[src/design/hswt_pkg.sv]
// Shared types, constants and helpers of the hourly schedule wake timer.
package hswt_pkg;

    // Time and schedule constants
    localparam int          TIME_W          = 40;
    localparam int          WAIT_W          = 17;
    localparam int          HOURS_PER_DAY   = 24;
    localparam logic [11:0] SECS_PER_HOUR   = 12'd3600;
    localparam logic [16:0] EMPTY_MASK_WAIT = 17'd3600;
    localparam logic [4:0]  LAST_HOUR       = 5'd23;
    // Five folds bring any 33-bit value below 2071
    localparam int          FOLD_STEPS      = 5;

    // Register reset values
    localparam logic [23:0] HOUR_MASK_RST   = 24'hFF_FFFF;
    localparam logic [7:0]  ZONE_OFFSET_RST = 8'd0;
    localparam logic [39:0] MIN_VALID_RST   = 40'd1577836800;

    // Register indexes on the configuration port (byte address / 8)
    typedef enum logic [1:0] {
        REG_HOUR_MASK   = 2'd0,
        REG_ZONE_OFFSET = 2'd1,
        REG_MIN_VALID   = 2'd2
    } t_reg_idx;

    // Controller states
    typedef enum logic [2:0] {
        ST_IDLE,
        ST_FOLD,
        ST_REDUCE,
        ST_SPLIT,
        ST_HOUR,
        ST_SCAN
    } t_state;

    // Configuration as seen by the datapath
    typedef struct packed {
        logic [23:0] hour_mask;
        logic [7:0]  zone_offset_hours;
        logic [39:0] min_valid_time;
    } t_cfg;

    // Controller to datapath commands
    typedef struct packed {
        logic load;
        logic fold_step;
        logic reduce_step;
        logic split_step;
        logic hour_step;
        logic scan_step;
        logic finish;
    } t_dp_cmd;

    // Datapath to controller status
    typedef struct packed {
        logic found;
        logic mask_empty;
    } t_dp_stat;

    // Remainder modulo 24 of a value below 512: split into 8*a + b, fold a mod 3
    function automatic logic [4:0] mod24(input logic [8:0] v);
        logic [5:0]  a;
        logic [12:0] p;
        logic [4:0]  q;
        logic [5:0]  diff;
        a    = v[8:3];
        p    = 13'(a) * 13'd43;
        q    = p[11:7];
        diff = a - (6'(q) * 6'd3);
        return {diff[1:0], v[2:0]};
    endfunction

endpackage

[src/design/hswt_regs.sv]
// Configuration register file on the APB-style port.
module hswt_regs (
    input  logic                i_clk,
    input  logic                i_rst_n,
    input  logic                psel,
    input  logic                penable,
    input  logic                pwrite,
    input  logic [4:0]          paddr,
    input  logic [63:0]         pwdata,
    output logic [63:0]         prdata,
    output logic                pready,
    output hswt_pkg::t_cfg      o_cfg
);

    logic [23:0] r_hour_mask;
    logic [7:0]  r_zone_offset;
    logic [39:0] r_min_valid;
    logic        wr_en;
    logic [1:0]  reg_idx;

    assign pready  = 1'b1;
    assign wr_en   = psel & penable & pwrite;
    assign reg_idx = paddr[4:3];

    // Write a register on the access beat
    always_ff @(posedge i_clk) begin
        if (!i_rst_n) begin
            r_hour_mask   <= hswt_pkg::HOUR_MASK_RST;
            r_zone_offset <= hswt_pkg::ZONE_OFFSET_RST;
            r_min_valid   <= hswt_pkg::MIN_VALID_RST;
        end else if (wr_en) begin
            case (reg_idx)
                hswt_pkg::REG_HOUR_MASK:   r_hour_mask   <= pwdata[23:0];
                hswt_pkg::REG_ZONE_OFFSET: r_zone_offset <= pwdata[7:0];
                hswt_pkg::REG_MIN_VALID:   r_min_valid   <= pwdata[39:0];
                default: ;
            endcase
        end
    end

    // Read back the addressed register
    always_comb begin
        case (reg_idx)
            hswt_pkg::REG_HOUR_MASK:   prdata = {40'd0, r_hour_mask};
            hswt_pkg::REG_ZONE_OFFSET: prdata = {56'd0, r_zone_offset};
            hswt_pkg::REG_MIN_VALID:   prdata = {24'd0, r_min_valid};
            default:                   prdata = 64'd0;
        endcase
    end

    assign o_cfg.hour_mask         = r_hour_mask;
    assign o_cfg.zone_offset_hours = r_zone_offset;
    assign o_cfg.min_valid_time    = r_min_valid;

endmodule

[src/design/hswt_ctrl.sv]
// Controller state machine: sequences fold, reduce, split, hour and scan phases.
module hswt_ctrl (
    input  logic                 i_clk,
    input  logic                 i_rst_n,
    input  logic                 start,
    output logic                 busy,
    input  hswt_pkg::t_dp_stat   i_stat,
    output hswt_pkg::t_dp_cmd    o_cmd
);

    localparam logic [2:0] LAST_STEP = 3'(hswt_pkg::FOLD_STEPS - 1);

    hswt_pkg::t_state r_state, n_state;
    logic [2:0]       r_step, n_step;
    logic             scan_end;

    assign scan_end = i_stat.found | i_stat.mask_empty;

    // Hold state and fold step count
    always_ff @(posedge i_clk) begin
        if (!i_rst_n) begin
            r_state <= hswt_pkg::ST_IDLE;
            r_step  <= 3'd0;
        end else begin
            r_state <= n_state;
            r_step  <= n_step;
        end
    end

    // Next state
    always_comb begin
        n_state = r_state;
        n_step  = r_step;
        case (r_state)
            hswt_pkg::ST_IDLE: begin
                n_step = 3'd0;
                if (start) begin
                    n_state = hswt_pkg::ST_FOLD;
                end
            end
            hswt_pkg::ST_FOLD: begin
                n_step = r_step + 3'd1;
                if (r_step == LAST_STEP) begin
                    n_state = hswt_pkg::ST_REDUCE;
                end
            end
            hswt_pkg::ST_REDUCE: begin
                n_state = hswt_pkg::ST_SPLIT;
            end
            hswt_pkg::ST_SPLIT: begin
                n_state = hswt_pkg::ST_HOUR;
            end
            hswt_pkg::ST_HOUR: begin
                n_state = hswt_pkg::ST_SCAN;
            end
            hswt_pkg::ST_SCAN: begin
                if (scan_end) begin
                    n_state = hswt_pkg::ST_IDLE;
                end
            end
            default: begin
                n_state = hswt_pkg::ST_IDLE;
            end
        endcase
    end

    // Outputs
    always_comb begin
        o_cmd = '0;
        busy  = 1'b1;
        case (r_state)
            hswt_pkg::ST_IDLE: begin
                busy       = 1'b0;
                o_cmd.load = start;
            end
            hswt_pkg::ST_FOLD:   o_cmd.fold_step   = 1'b1;
            hswt_pkg::ST_REDUCE: o_cmd.reduce_step = 1'b1;
            hswt_pkg::ST_SPLIT:  o_cmd.split_step  = 1'b1;
            hswt_pkg::ST_HOUR:   o_cmd.hour_step   = 1'b1;
            hswt_pkg::ST_SCAN: begin
                o_cmd.finish    = scan_end;
                o_cmd.scan_step = ~scan_end;
            end
            default: busy = 1'b0;
        endcase
    end

    // Fold phase never overruns its step count
    a_step_range: assert property (@(posedge i_clk) disable iff (!i_rst_n)
        (r_state == hswt_pkg::ST_FOLD) |-> (r_step <= LAST_STEP))
        else $error("fold step count out of range");

    // Last fold step always hands over to the reduce phase
    a_fold_exit: assert property (@(posedge i_clk) disable iff (!i_rst_n)
        (r_state == hswt_pkg::ST_FOLD && r_step == LAST_STEP) |=>
        (r_state == hswt_pkg::ST_REDUCE))
        else $error("fold phase did not end");

    // Only one command active at a time
    a_cmd_onehot: assert property (@(posedge i_clk) disable iff (!i_rst_n)
        $onehot0(o_cmd))
        else $error("conflicting datapath commands");

endmodule

[src/design/hswt_dp.sv]
// Datapath: time of day by folding mod 86400, hour split, forward hour scan, result register.
module hswt_dp (
    input  logic                 i_clk,
    input  logic                 i_rst_n,
    input  logic [39:0]          i_utc_seconds,
    input  hswt_pkg::t_cfg       i_cfg,
    input  hswt_pkg::t_dp_cmd    i_cmd,
    output hswt_pkg::t_dp_stat   o_stat,
    output logic                 o_valid,
    output logic                 o_refresh_now,
    output logic [16:0]          o_wait_seconds
);

    // One day is 128 * 675: the low 7 bits pass through, the rest is reduced mod 675.
    // 2^11 mod 675 is 23, so bits above bit 10 fold down with weight 23.
    localparam logic [4:0]  FOLD_WEIGHT = 5'd23;
    localparam logic [11:0] MOD_1X      = 12'd675;
    localparam logic [11:0] MOD_2X      = 12'd1350;
    localparam logic [11:0] MOD_3X      = 12'd2025;
    // ceil(2^27 / 3600): exact hour quotient for every second of one day
    localparam logic [15:0] HOUR_RECIP  = 16'd37283;

    logic [32:0] r_acc;
    logic [6:0]  r_lo;
    logic [16:0] r_day;
    logic [4:0]  r_qmod;
    logic        r_stale;
    logic        r_refresh;
    logic [4:0]  r_h;
    logic [16:0] r_wait_acc;
    logic        r_valid;
    logic        r_refresh_out;
    logic [16:0] r_wait_out;

    logic [26:0] fold_sum;
    logic [11:0] fold_val;
    logic [9:0]  mod_val;
    logic [32:0] recip_prod;
    logic [16:0] hour_end;
    logic [16:0] first_wait;
    logic [8:0]  off_biased;
    logic [4:0]  off_mod;
    logic [5:0]  hour_sum;
    logic [4:0]  hour;
    logic [4:0]  h_first;
    logic [4:0]  h_inc;

    // Fold the high bits down, reduce below 675, split the day into hour and seconds
    always_comb begin
        fold_sum = 27'(r_acc[10:0]) + 27'(r_acc[32:11]) * 27'(FOLD_WEIGHT);
        fold_val = r_acc[11:0];
        if (fold_val >= MOD_3X) begin
            mod_val = 10'(fold_val - MOD_3X);
        end else if (fold_val >= MOD_2X) begin
            mod_val = 10'(fold_val - MOD_2X);
        end else if (fold_val >= MOD_1X) begin
            mod_val = 10'(fold_val - MOD_1X);
        end else begin
            mod_val = fold_val[9:0];
        end
        recip_prod = 33'(r_day) * 33'(HOUR_RECIP);
        hour_end   = 17'(r_qmod + 5'd1) * 17'(hswt_pkg::SECS_PER_HOUR);
        first_wait = hour_end - r_day;
    end

    // Local hour from UTC hour of day and the zone offset folded to 0..23
    always_comb begin
        off_biased = {i_cfg.zone_offset_hours[7], i_cfg.zone_offset_hours} + 9'd144;
        off_mod    = hswt_pkg::mod24(off_biased);
        hour_sum   = 6'(r_qmod) + 6'(off_mod);
        hour       = (hour_sum >= 6'(hswt_pkg::HOURS_PER_DAY))
                   ? 5'(hour_sum - 6'(hswt_pkg::HOURS_PER_DAY)) : hour_sum[4:0];
        h_first    = (hour == hswt_pkg::LAST_HOUR) ? 5'd0 : hour + 5'd1;
        h_inc      = (r_h == hswt_pkg::LAST_HOUR) ? 5'd0 : r_h + 5'd1;
    end

    // Working registers
    always_ff @(posedge i_clk) begin
        if (i_cmd.load) begin
            r_acc   <= i_utc_seconds[39:7];
            r_lo    <= i_utc_seconds[6:0];
            r_stale <= (i_utc_seconds < i_cfg.min_valid_time);
        end
        if (i_cmd.fold_step) begin
            r_acc <= 33'(fold_sum);
        end
        if (i_cmd.reduce_step) begin
            r_day <= {mod_val, r_lo};
        end
        if (i_cmd.split_step) begin
            r_qmod <= recip_prod[31:27];
        end
        if (i_cmd.hour_step) begin
            r_refresh  <= r_stale | i_cfg.hour_mask[hour];
            r_h        <= h_first;
            r_wait_acc <= first_wait;
        end
        if (i_cmd.scan_step) begin
            r_h        <= h_inc;
            r_wait_acc <= r_wait_acc + 17'(hswt_pkg::SECS_PER_HOUR);
        end
        if (i_cmd.finish) begin
            r_refresh_out <= r_refresh;
            r_wait_out    <= o_stat.mask_empty ? hswt_pkg::EMPTY_MASK_WAIT : r_wait_acc;
        end
    end

    // Result strobe
    always_ff @(posedge i_clk) begin
        if (!i_rst_n) begin
            r_valid <= 1'b0;
        end else begin
            r_valid <= i_cmd.finish;
        end
    end

    assign o_stat.found      = i_cfg.hour_mask[r_h];
    assign o_stat.mask_empty = (i_cfg.hour_mask == 24'd0);

    assign o_valid        = r_valid;
    assign o_refresh_now  = r_refresh_out;
    assign o_wait_seconds = r_wait_out;

endmodule

[src/design/hourly_schedule_wake_timer.sv]
// Top level of the hourly schedule wake timer: register file, controller, datapath.
//
//  Channel   Handshake                      Payload
//  -------   ----------------------------   ------------------------------
//  input     start & !busy                  i_utc_seconds[39:0]
//  result    o_valid (one-cycle strobe)     o_refresh_now, o_wait_seconds[16:0]
//  config    psel & penable & pwrite        paddr[4:3] index, pwdata[63:0]
//
//  An item passes from acceptance through the fold steps, the reduce step, the hour split,
//  the hour step, the scan and the result register; the scan steps forward k hours (1..24)
//  to reach the next enabled hour, and an empty mask ends it on its first step. busy is
//  high from acceptance until the strobe cycle, in which a new beat may already be accepted.
//  Reset is synchronous and active low; the configuration registers return to their reset
//  values. o_valid is high for one cycle only; o_refresh_now and o_wait_seconds then hold.
module hourly_schedule_wake_timer (
    input  logic        i_clk,
    input  logic        i_rst_n,
    input  logic        start,
    output logic        busy,
    input  logic [39:0] i_utc_seconds,
    output logic        o_valid,
    output logic        o_refresh_now,
    output logic [16:0] o_wait_seconds,
    input  logic        psel,
    input  logic        penable,
    input  logic        pwrite,
    input  logic [4:0]  paddr,
    input  logic [63:0] pwdata,
    output logic [63:0] prdata,
    output logic        pready
);

    hswt_pkg::t_cfg     cfg;
    hswt_pkg::t_dp_cmd  dp_cmd;
    hswt_pkg::t_dp_stat dp_stat;

    hswt_regs u_regs (
        .i_clk   (i_clk),
        .i_rst_n (i_rst_n),
        .psel    (psel),
        .penable (penable),
        .pwrite  (pwrite),
        .paddr   (paddr),
        .pwdata  (pwdata),
        .prdata  (prdata),
        .pready  (pready),
        .o_cfg   (cfg)
    );

    hswt_ctrl u_ctrl (
        .i_clk   (i_clk),
        .i_rst_n (i_rst_n),
        .start   (start),
        .busy    (busy),
        .i_stat  (dp_stat),
        .o_cmd   (dp_cmd)
    );

    hswt_dp u_dp (
        .i_clk          (i_clk),
        .i_rst_n        (i_rst_n),
        .i_utc_seconds  (i_utc_seconds),
        .i_cfg          (cfg),
        .i_cmd          (dp_cmd),
        .o_stat         (dp_stat),
        .o_valid        (o_valid),
        .o_refresh_now  (o_refresh_now),
        .o_wait_seconds (o_wait_seconds)
    );

    // Accepted beat makes the block busy
    a_accept_busy: assert property (@(posedge i_clk) disable iff (!i_rst_n)
        (start && !busy) |=> busy)
        else $error("accepted beat did not raise busy");

    // A result only follows work in progress
    a_valid_after_busy: assert property (@(posedge i_clk) disable iff (!i_rst_n)
        o_valid |-> $past(busy))
        else $error("result strobe without work");

    // Wait lies within one day
    a_wait_range: assert property (@(posedge i_clk) disable iff (!i_rst_n)
        o_valid |-> (o_wait_seconds >= 17'd1 && o_wait_seconds <= 17'd86400))
        else $error("wait out of range");

    // Empty mask gives one hour of wait
    a_empty_wait: assert property (@(posedge i_clk) disable iff (!i_rst_n)
        (o_valid && cfg.hour_mask == 24'd0) |-> (o_wait_seconds == 17'd3600))
        else $error("empty mask wait wrong");

endmodule

[config.mk]
export PLATFORM = sky130hd
export DESIGN_NAME = hourly_schedule_wake_timer
export DESIGN_NICKNAME = d
export VERILOG_FILES = /design/src/design/hswt_pkg.sv /design/src/design/hswt_regs.sv /design/src/design/hswt_ctrl.sv /design/src/design/hswt_dp.sv /design/src/design/hourly_schedule_wake_timer.sv
export SDC_FILE = /design/constraint.sdc
export NUM_CORES = 1
export LEC_CHECK = 0
export ABC_CLOCK_PERIOD_IN_PS = 7100
export BUFFER_PORTS_ARGS = -buffer_cell sky130_fd_sc_hd__buf_2
export CORE_UTILIZATION = 45
export DETAILED_ROUTE_END_ITERATION = 16
export PLACE_DENSITY = 0.62
export SYNTH_ARGS = -nofsm -noshare
export SYNTH_HDL_FRONTEND = slang
export SYNTH_HIERARCHICAL = 1
export SYNTH_SLANG_ARGS = --single-unit
[constraint.sdc]
create_clock -name i_clk -period 7.1 [get_ports i_clk]
set_clock_uncertainty 0.05 [all_clocks]
set_input_delay 1.065 -clock i_clk [delete_from_list [all_inputs] [get_ports i_clk]]
set_output_delay 1.065 -clock i_clk [all_outputs]
set_load 0.02 [all_outputs]
# Word-level counts from Yosys, hierarchy flattened
# Index checks and enable logic that the tools add are counted.
# word_totals
register_bits	183
# op_classes
reduce_logical	11
add_sub_neg	14
eq_ne	13
multipliers	5
muxes	29
bitwise	5
n_lt_le_gt_ge	7
# op_table
op	n
case mux 40 bit (3 select lines)	1
two-way mux 27 bit	2
less-than comparator 40 bit	1
two-way mux 17 bit	2
multiplier 17 x 16 -> 32 bit, second input constant	1
two-way mux 10 bit	3
adder 11 x 27 -> 27 bit	1
multiplier 22 x 5 -> 27 bit, second input constant	1
two-way mux 5 bit	5
>= comparator 12 x 11 -> 1 bit, second input constant	2
zero test 24 bit	1
subtractor 10 bit, second input constant	2
case mux 3 bit (6 select lines)	1
adder 17 x 12 -> 17 bit, second input constant	1
multiplier 17 x 8 -> 13 bit, second input constant	1
subtractor 17 bit	1
>= comparator 12 x 10 -> 1 bit, second input constant	1
less-than comparator 5 x 6 -> 1 bit, second input constant	2
multiplier 6 x 6 -> 12 bit, second input constant	1
adder 5 x 1 -> 5 bit, second input constant	2
binary-select mux 1 bit (select 5 bit)	2
equality test 5 bit, second input constant	2
subtractor 10 x 9 -> 10 bit, second input constant	1
adder 9 x 8 -> 9 bit, second input constant	1
other kinds (27)	46

# Longest topological paths before layout
# depth
word_depth	11
mapped_depth	27

# By module
# The synthesis kept the hierarchy.
# by_module_without_submodules
module	area_per_inst_um2	instances	seq_area_each_um2	cells_each
hswt_dp	14791.7	1	3083.0	1458
hswt_regs	3588.4	1	1441.4	398
hswt_ctrl	434.2	1	120.1	50

# Worst setup path before layout
# OpenSTA, ideal clock, no wires.
# synth_path
path_kind	reg-to-reg
start	register u_regs.r_zone_offset[4]
end	register u_dp.r_refresh, data pin
setup_slack_ns	1.564
arrival_ns	5.333
path_stages_with_launch	27
period_less_slack_ns	5.536
cell_sequence	dfxtp_1 -> clkbuf_1 -> inv_1 -> ha_1 -> inv_1 -> ha_1 -> ha_1 -> inv_1 -> fa_1 -> inv_1 -> ha_1 -> a21o_1 -> a21o_1 -> xor2_1 -> ha_1 -> inv_1 -> ha_1 -> nor2_1 -> xnor2_1 -> xnor2_1 -> xnor2_1 -> ha_1 -> xnor2_1 -> nor3_1 -> a21oi_1 -> mux2_2 -> o21ai_0
# synth_between
elab_chain_cells	10
elab_cells_between_ends	11
classes_between	add/sub (4); mul (2); order compare (1); mux (3); bitwise (1)
# synth_rtl
element	line_no	source
start: declaration	hswt_regs.sv:16	logic [7:0] r_zone_offset;
start signal: assignment	hswt_regs.sv:29	r_zone_offset <= hswt_pkg::ZONE_OFFSET_RST;
start signal: assignment	hswt_regs.sv:34	hswt_pkg::REG_ZONE_OFFSET: r_zone_offset <= pwdata[7:0];
adder 9 x 8 -> 9 bit (*)	hswt_dp.sv:68	off_biased = {i_cfg.zone_offset_hours[7], i_cfg.zone_offset_hours} + 9'd144;
multiplier 6 x 6 -> 12 bit	hswt_pkg.sv:67	p = 13'(a) * 13'd43;
multiplier 5 x 2 -> 2 bit	hswt_pkg.sv:69	diff = a - (6'(q) * 6'd3);
subtractor 2 bit (*)	hswt_pkg.sv:69	
adder 5 x 5 -> 6 bit (*)	hswt_dp.sv:70	hour_sum = 6'(r_qmod) + 6'(off_mod);
subtractor 5 bit / >= comparator 6 x 5 -> 1 bit (equally long branches)	hswt_dp.sv:72, hswt_dp.sv:71	
two-way mux 5 bit (*)	hswt_dp.sv:72	? 5'(hour_sum - 6'(hswt_pkg::HOURS_PER_DAY)) : hour_sum[4:0];
binary-select mux 1 bit (select 5 bit) (*)	hswt_dp.sv:94	r_refresh <= r_stale | i_cfg.hour_mask[hour];
two-way mux 1 bit (implied by the code) (*)	hswt_dp.sv:94	
bitwise OR 1 bit (*)	hswt_dp.sv:94	
end signal: assignment	hswt_dp.sv:94	
end: declaration	hswt_dp.sv:28	logic r_refresh;
# Mark *: on every way between the ends. The rest lies on a longest branch, timed or not. The select of a mux whose other input is x is not followed.
# A chain may end at the register's enable or synchronous reset.

# Final worst setup path
# Ends and elaborated chain as after synthesis.

==> impl_metrics.env <==
export IMPL_outcome="finished clean"
export IMPL_top_usage_layer="met2"
export IMPL_cap_violations=0
export IMPL_worstMarginPinSlew_ns=1.15
export IMPL_ir_drop_v=0.000651
export IMPL_use_met2_pct=37.5
export IMPL_dr_pass1_iters=5
export IMPL_relSlewSlack_pct=23.1
export IMPL_grt_max_degree=82
export IMPL_ys_warn_count=6
export IMPL_io_pins=200
export IMPL_cts_root_buf="clkbuf_16"
export IMPL_post_route_period_util_pct=88.3
export IMPL_gr_total_overflow=0
export IMPL_clk_pin_slew_ns=0.08
export IMPL_grtUsageTotal_pct=22.4
export IMPL_cp_start_kind="flop"
export IMPL_drt_iter0_drc=902
export IMPL_dp_final_hpwl_um=36300
export IMPL_die_x_um=206
export IMPL_ctsHoldBuffers=0
export IMPL_setup_tns_ns=0
export IMPL_clockBufferDepth=2
export IMPL_cp_required_ns=7.30
export IMPL_yosysSeqAreaShare_pct=24.7
export IMPL_crit_fanout=10
export IMPL_wirelength_um=45600
export IMPL_die_area_mm2=0.0426
export IMPL_synth_edf_count=98
export IMPL_cts_resized=0
export IMPL_num_rows=74
export IMPL_die_h_um=206
export IMPL_grt_pass1_vias=13972
export IMPL_synthCells=1906
export IMPL_clock_fmax_mhz=160
export IMPL_syn_cell_area_mm2=0.0188
export IMPL_post_cts_setup_buffers=0
export IMPL_clk_insertion_delay_late_ns=0.46
export IMPL_finalCriticalPeriod_ns=6.27
export IMPL_nets=2572
export IMPL_fillers=3856
export IMPL_pwr_density_cell_mw_per_mm2=419
export IMPL_grt_pass1_wl_um=74200
export IMPL_vias=13783
export IMPL_drc_errors=0
export IMPL_drv_slew=0
export IMPL_ys_types=90
export IMPL_rsz0062_at_grt="no"
export IMPL_htree_levels=4
export IMPL_ant_nets=0
export IMPL_finalHoldViolations=0
export IMPL_worstSetupPathType="reg -> reg"
export IMPL_cts_buffers=17
export IMPL_numPortBuffers=147
export IMPL_initial_core_util_pct=45.9
export IMPL_grt_use_met1_pct=29.6
export IMPL_numClockSinks=183
export IMPL_avgSynthCellArea_um2=9.87
export IMPL_crit_arrival_ns=6.47
export IMPL_synth_main_ff_cell="edfxtp_1"
export IMPL_setup_violations=0
export IMPL_cp_end_kind="flop"
export IMPL_ys_ff_latch=183
export IMPL_p_leak_nw=9.82
export IMPL_syn_to_final_growth_pct=8.82
export IMPL_gp_congestion=0.886
export IMPL_grtUsageMet3_pct=3.61
export IMPL_dpl_instance_area_mm2=0.0199
export IMPL_hp_class="reg -> reg"
export IMPL_drive_above_1_share_pct=12.6
export IMPL_vias_per_cell=5.37
export IMPL_async_flop_share_pct=0
export IMPL_wl_per_cell_um=17.8
export IMPL_cts_tree="done"
export IMPL_final_area_mm2=0.0205
export IMPL_antenna_found_initial=6
export IMPL_core_mm2=0.0410
metal layers:
layer | wire, um | up-vias
met5 | 28 | -
met4 | 988 | 4
met3 | 2300 | 49
met2 | 21600 | 319
met1 | 20600 | 6645
li1 | - | 6766
critical path: stages, from the launching register on:
cell      delay [ns]
dfxtp_1         0.57
ha_1            0.25
xnor2_1         0.18
inv_1           0.11
ha_1            0.31
ha_1            0.30
fa_1            0.49
ha_1            0.31
nand4_1         0.10
o21bai_1        0.07
a21o_1          0.19
a21o_1          0.21
xor2_1          0.16
ha_1            0.30
inv_1           0.04
ha_1            0.16
nor2_1          0.11
xnor2_1         0.15
xnor2_1         0.15
xnor2_1         0.14
ha_1            0.30
xnor2_1         0.29
nor3_1          0.10
a21oi_1         0.39
mux2_2          0.38
o21ai_0         0.25
path summary, 6_finish.rpt:
kind	startpoint	to	slack, ns	depth (start not counted)
worst max-delay path	u_regs/r_zone_offset[4]$_SDFFE_PN0P_	u_dp/r_refresh$_DFFE_PP_	0.83	25
worst max register to register	u_regs/r_zone_offset[4]$_SDFFE_PN0P_	u_dp/r_refresh$_DFFE_PP_	0.83	25
worst min register to register	u_dp/r_lo[5]$_DFFE_PP_	u_dp/r_day[5]$_DFFE_PP_	0.38	0
worst min-delay path	u_dp/r_lo[5]$_DFFE_PP_	u_dp/r_day[5]$_DFFE_PP_	0.38	0
cell type report:
cell class	count	area, um2	area share (%)
Tap cell	532	666	3.25
Timing Repair Buffer	156	803	3.92
Clock buffer	18	450	2.20
Sequential cell	183	4640	22.7
Clock inverter	14	146	0.715
Multi-Input combinational cell	1387	12700	62.2
Antenna cell	3	7.51	0.0367
Inverter	273	1020	5.01
cell usage in the layout (no fill, tap or decap), types with 17 or more instances in the layout:
| cell type | count |
|---|---|
| ha_1 | 326 |
| fa_1 | 113 |
| xnor2_1 | 50 |
| and2_1 | 22 |
| inv_1 | 272 |
| dfxtp_1 | 85 |
| nor2_1 | 85 |
| mux2_2 | 20 |
| o21ai_0 | 62 |
| xor2_1 | 37 |
| nand2_1 | 146 |
| a211o_1 | 24 |
| conb_1 | 26 |
| nor4b_1 | 17 |
| buf_2 | 147 |
| nor2b_1 | 30 |
| edfxtp_1 | 98 |
| nand3_1 | 23 |
| a21o_1 | 29 |
| mux2i_1 | 87 |
| clkbuf_16 | 18 |
| nand4_1 | 18 |
| a21oi_1 | 68 |
synth_stat cells (all sizes together) (4+ instances only):
library cell / instances / area share, %
a211o: 24 / 1.1
a211oi: 13 / 0.55
a21boi: 8 / 0.34
a21o: 29 / 1.2
a21oi: 69 / 1.9
a31o: 4 / 0.19
a31oi: 13 / 0.47
and2: 22 / 0.73
and3: 9 / 0.30
buf: 50 / 2.0
clkbuf: 36 / 0.72
dfxtp: 85 / 9.0
edfxtp: 98 / 16
fa: 113 / 12
ha: 326 / 22
inv: 272 / 5.4
mux2: 21 / 1.3
mux2i: 87 / 4.6
mux4: 13 / 1.6
nand2: 147 / 2.9
nand2b: 11 / 0.41
nand3: 24 / 0.70
nand4: 18 / 0.60
nor2: 88 / 1.8
nor2b: 30 / 1.0
nor3: 17 / 0.51
nor3b: 4 / 0.21
nor4: 8 / 0.27
nor4b: 17 / 0.79
o211ai: 14 / 0.56
o21a: 9 / 0.36
o21ai: 66 / 1.8
o21bai: 5 / 0.20
o221ai: 4 / 0.19
o31ai: 7 / 0.28
o41ai: 4 / 0.23
or2: 10 / 0.33
xnor2: 50 / 2.3
xor2: 37 / 1.7
logic make-up (layout without fill, tap and decap cells):
logic type | count (synthesis) | after routing | share of synthesized area, %
buf+inv | 359 | 461 | 8.17
xor+xnor | 87 | 87 | 4.05
fa+ha+maj | 439 | 439 | 33.7
other cells | 3 | 29 | 0.0598
simple gates | 417 | 417 | 11.1
mux | 121 | 121 | 7.46
compound gates | 297 | 297 | 10.7
flops | 183 | 183 | 24.7
metrics by stage:
step	total power, mW	hold WS [ns]	utilization, %	cells	setup WS (ns)
2_1_floorplan	6.30	0.350	-	1929	1.56
3_3_place_gp	7.43	0.355	48.4	2531	1.05
3_5_place_dp	7.52	0.357	48.4	2531	0.841
4_1_cts	8.55	0.383	49.9	2563	0.800
5_1_grt	9.40	0.385	49.9	2563	0.362
6_report	8.58	0.378	49.9	2566	0.833
sequential cells by signal (all words and copies together), names as in the netlist, 3 cells and up:
signal / cells
u_dp/r_day: 17
u_dp/o_wait_seconds: 17
u_ctrl/r_state: 3
u_dp/r_qmod: 5
u_regs/r_zone_offset: 8
u_dp/r_wait_acc: 17
u_dp/r_h: 5
u_regs/r_hour_mask: 24
u_ctrl/r_step: 3
u_regs/r_min_valid: 40
u_dp/r_acc: 33
u_dp/r_lo: 7
report_power, final:
group / switching (mW) / total, mW / leakage, nW / internal [mW]
logic: 3.42 / 6.07 / 7.92 / 2.65
registers: 0.186 / 1.52 / 1.60 / 1.33
clock network: 0.499 / 0.993 / 0.296 / 0.494
Note: power is estimated with default switching activity, not from simulation.
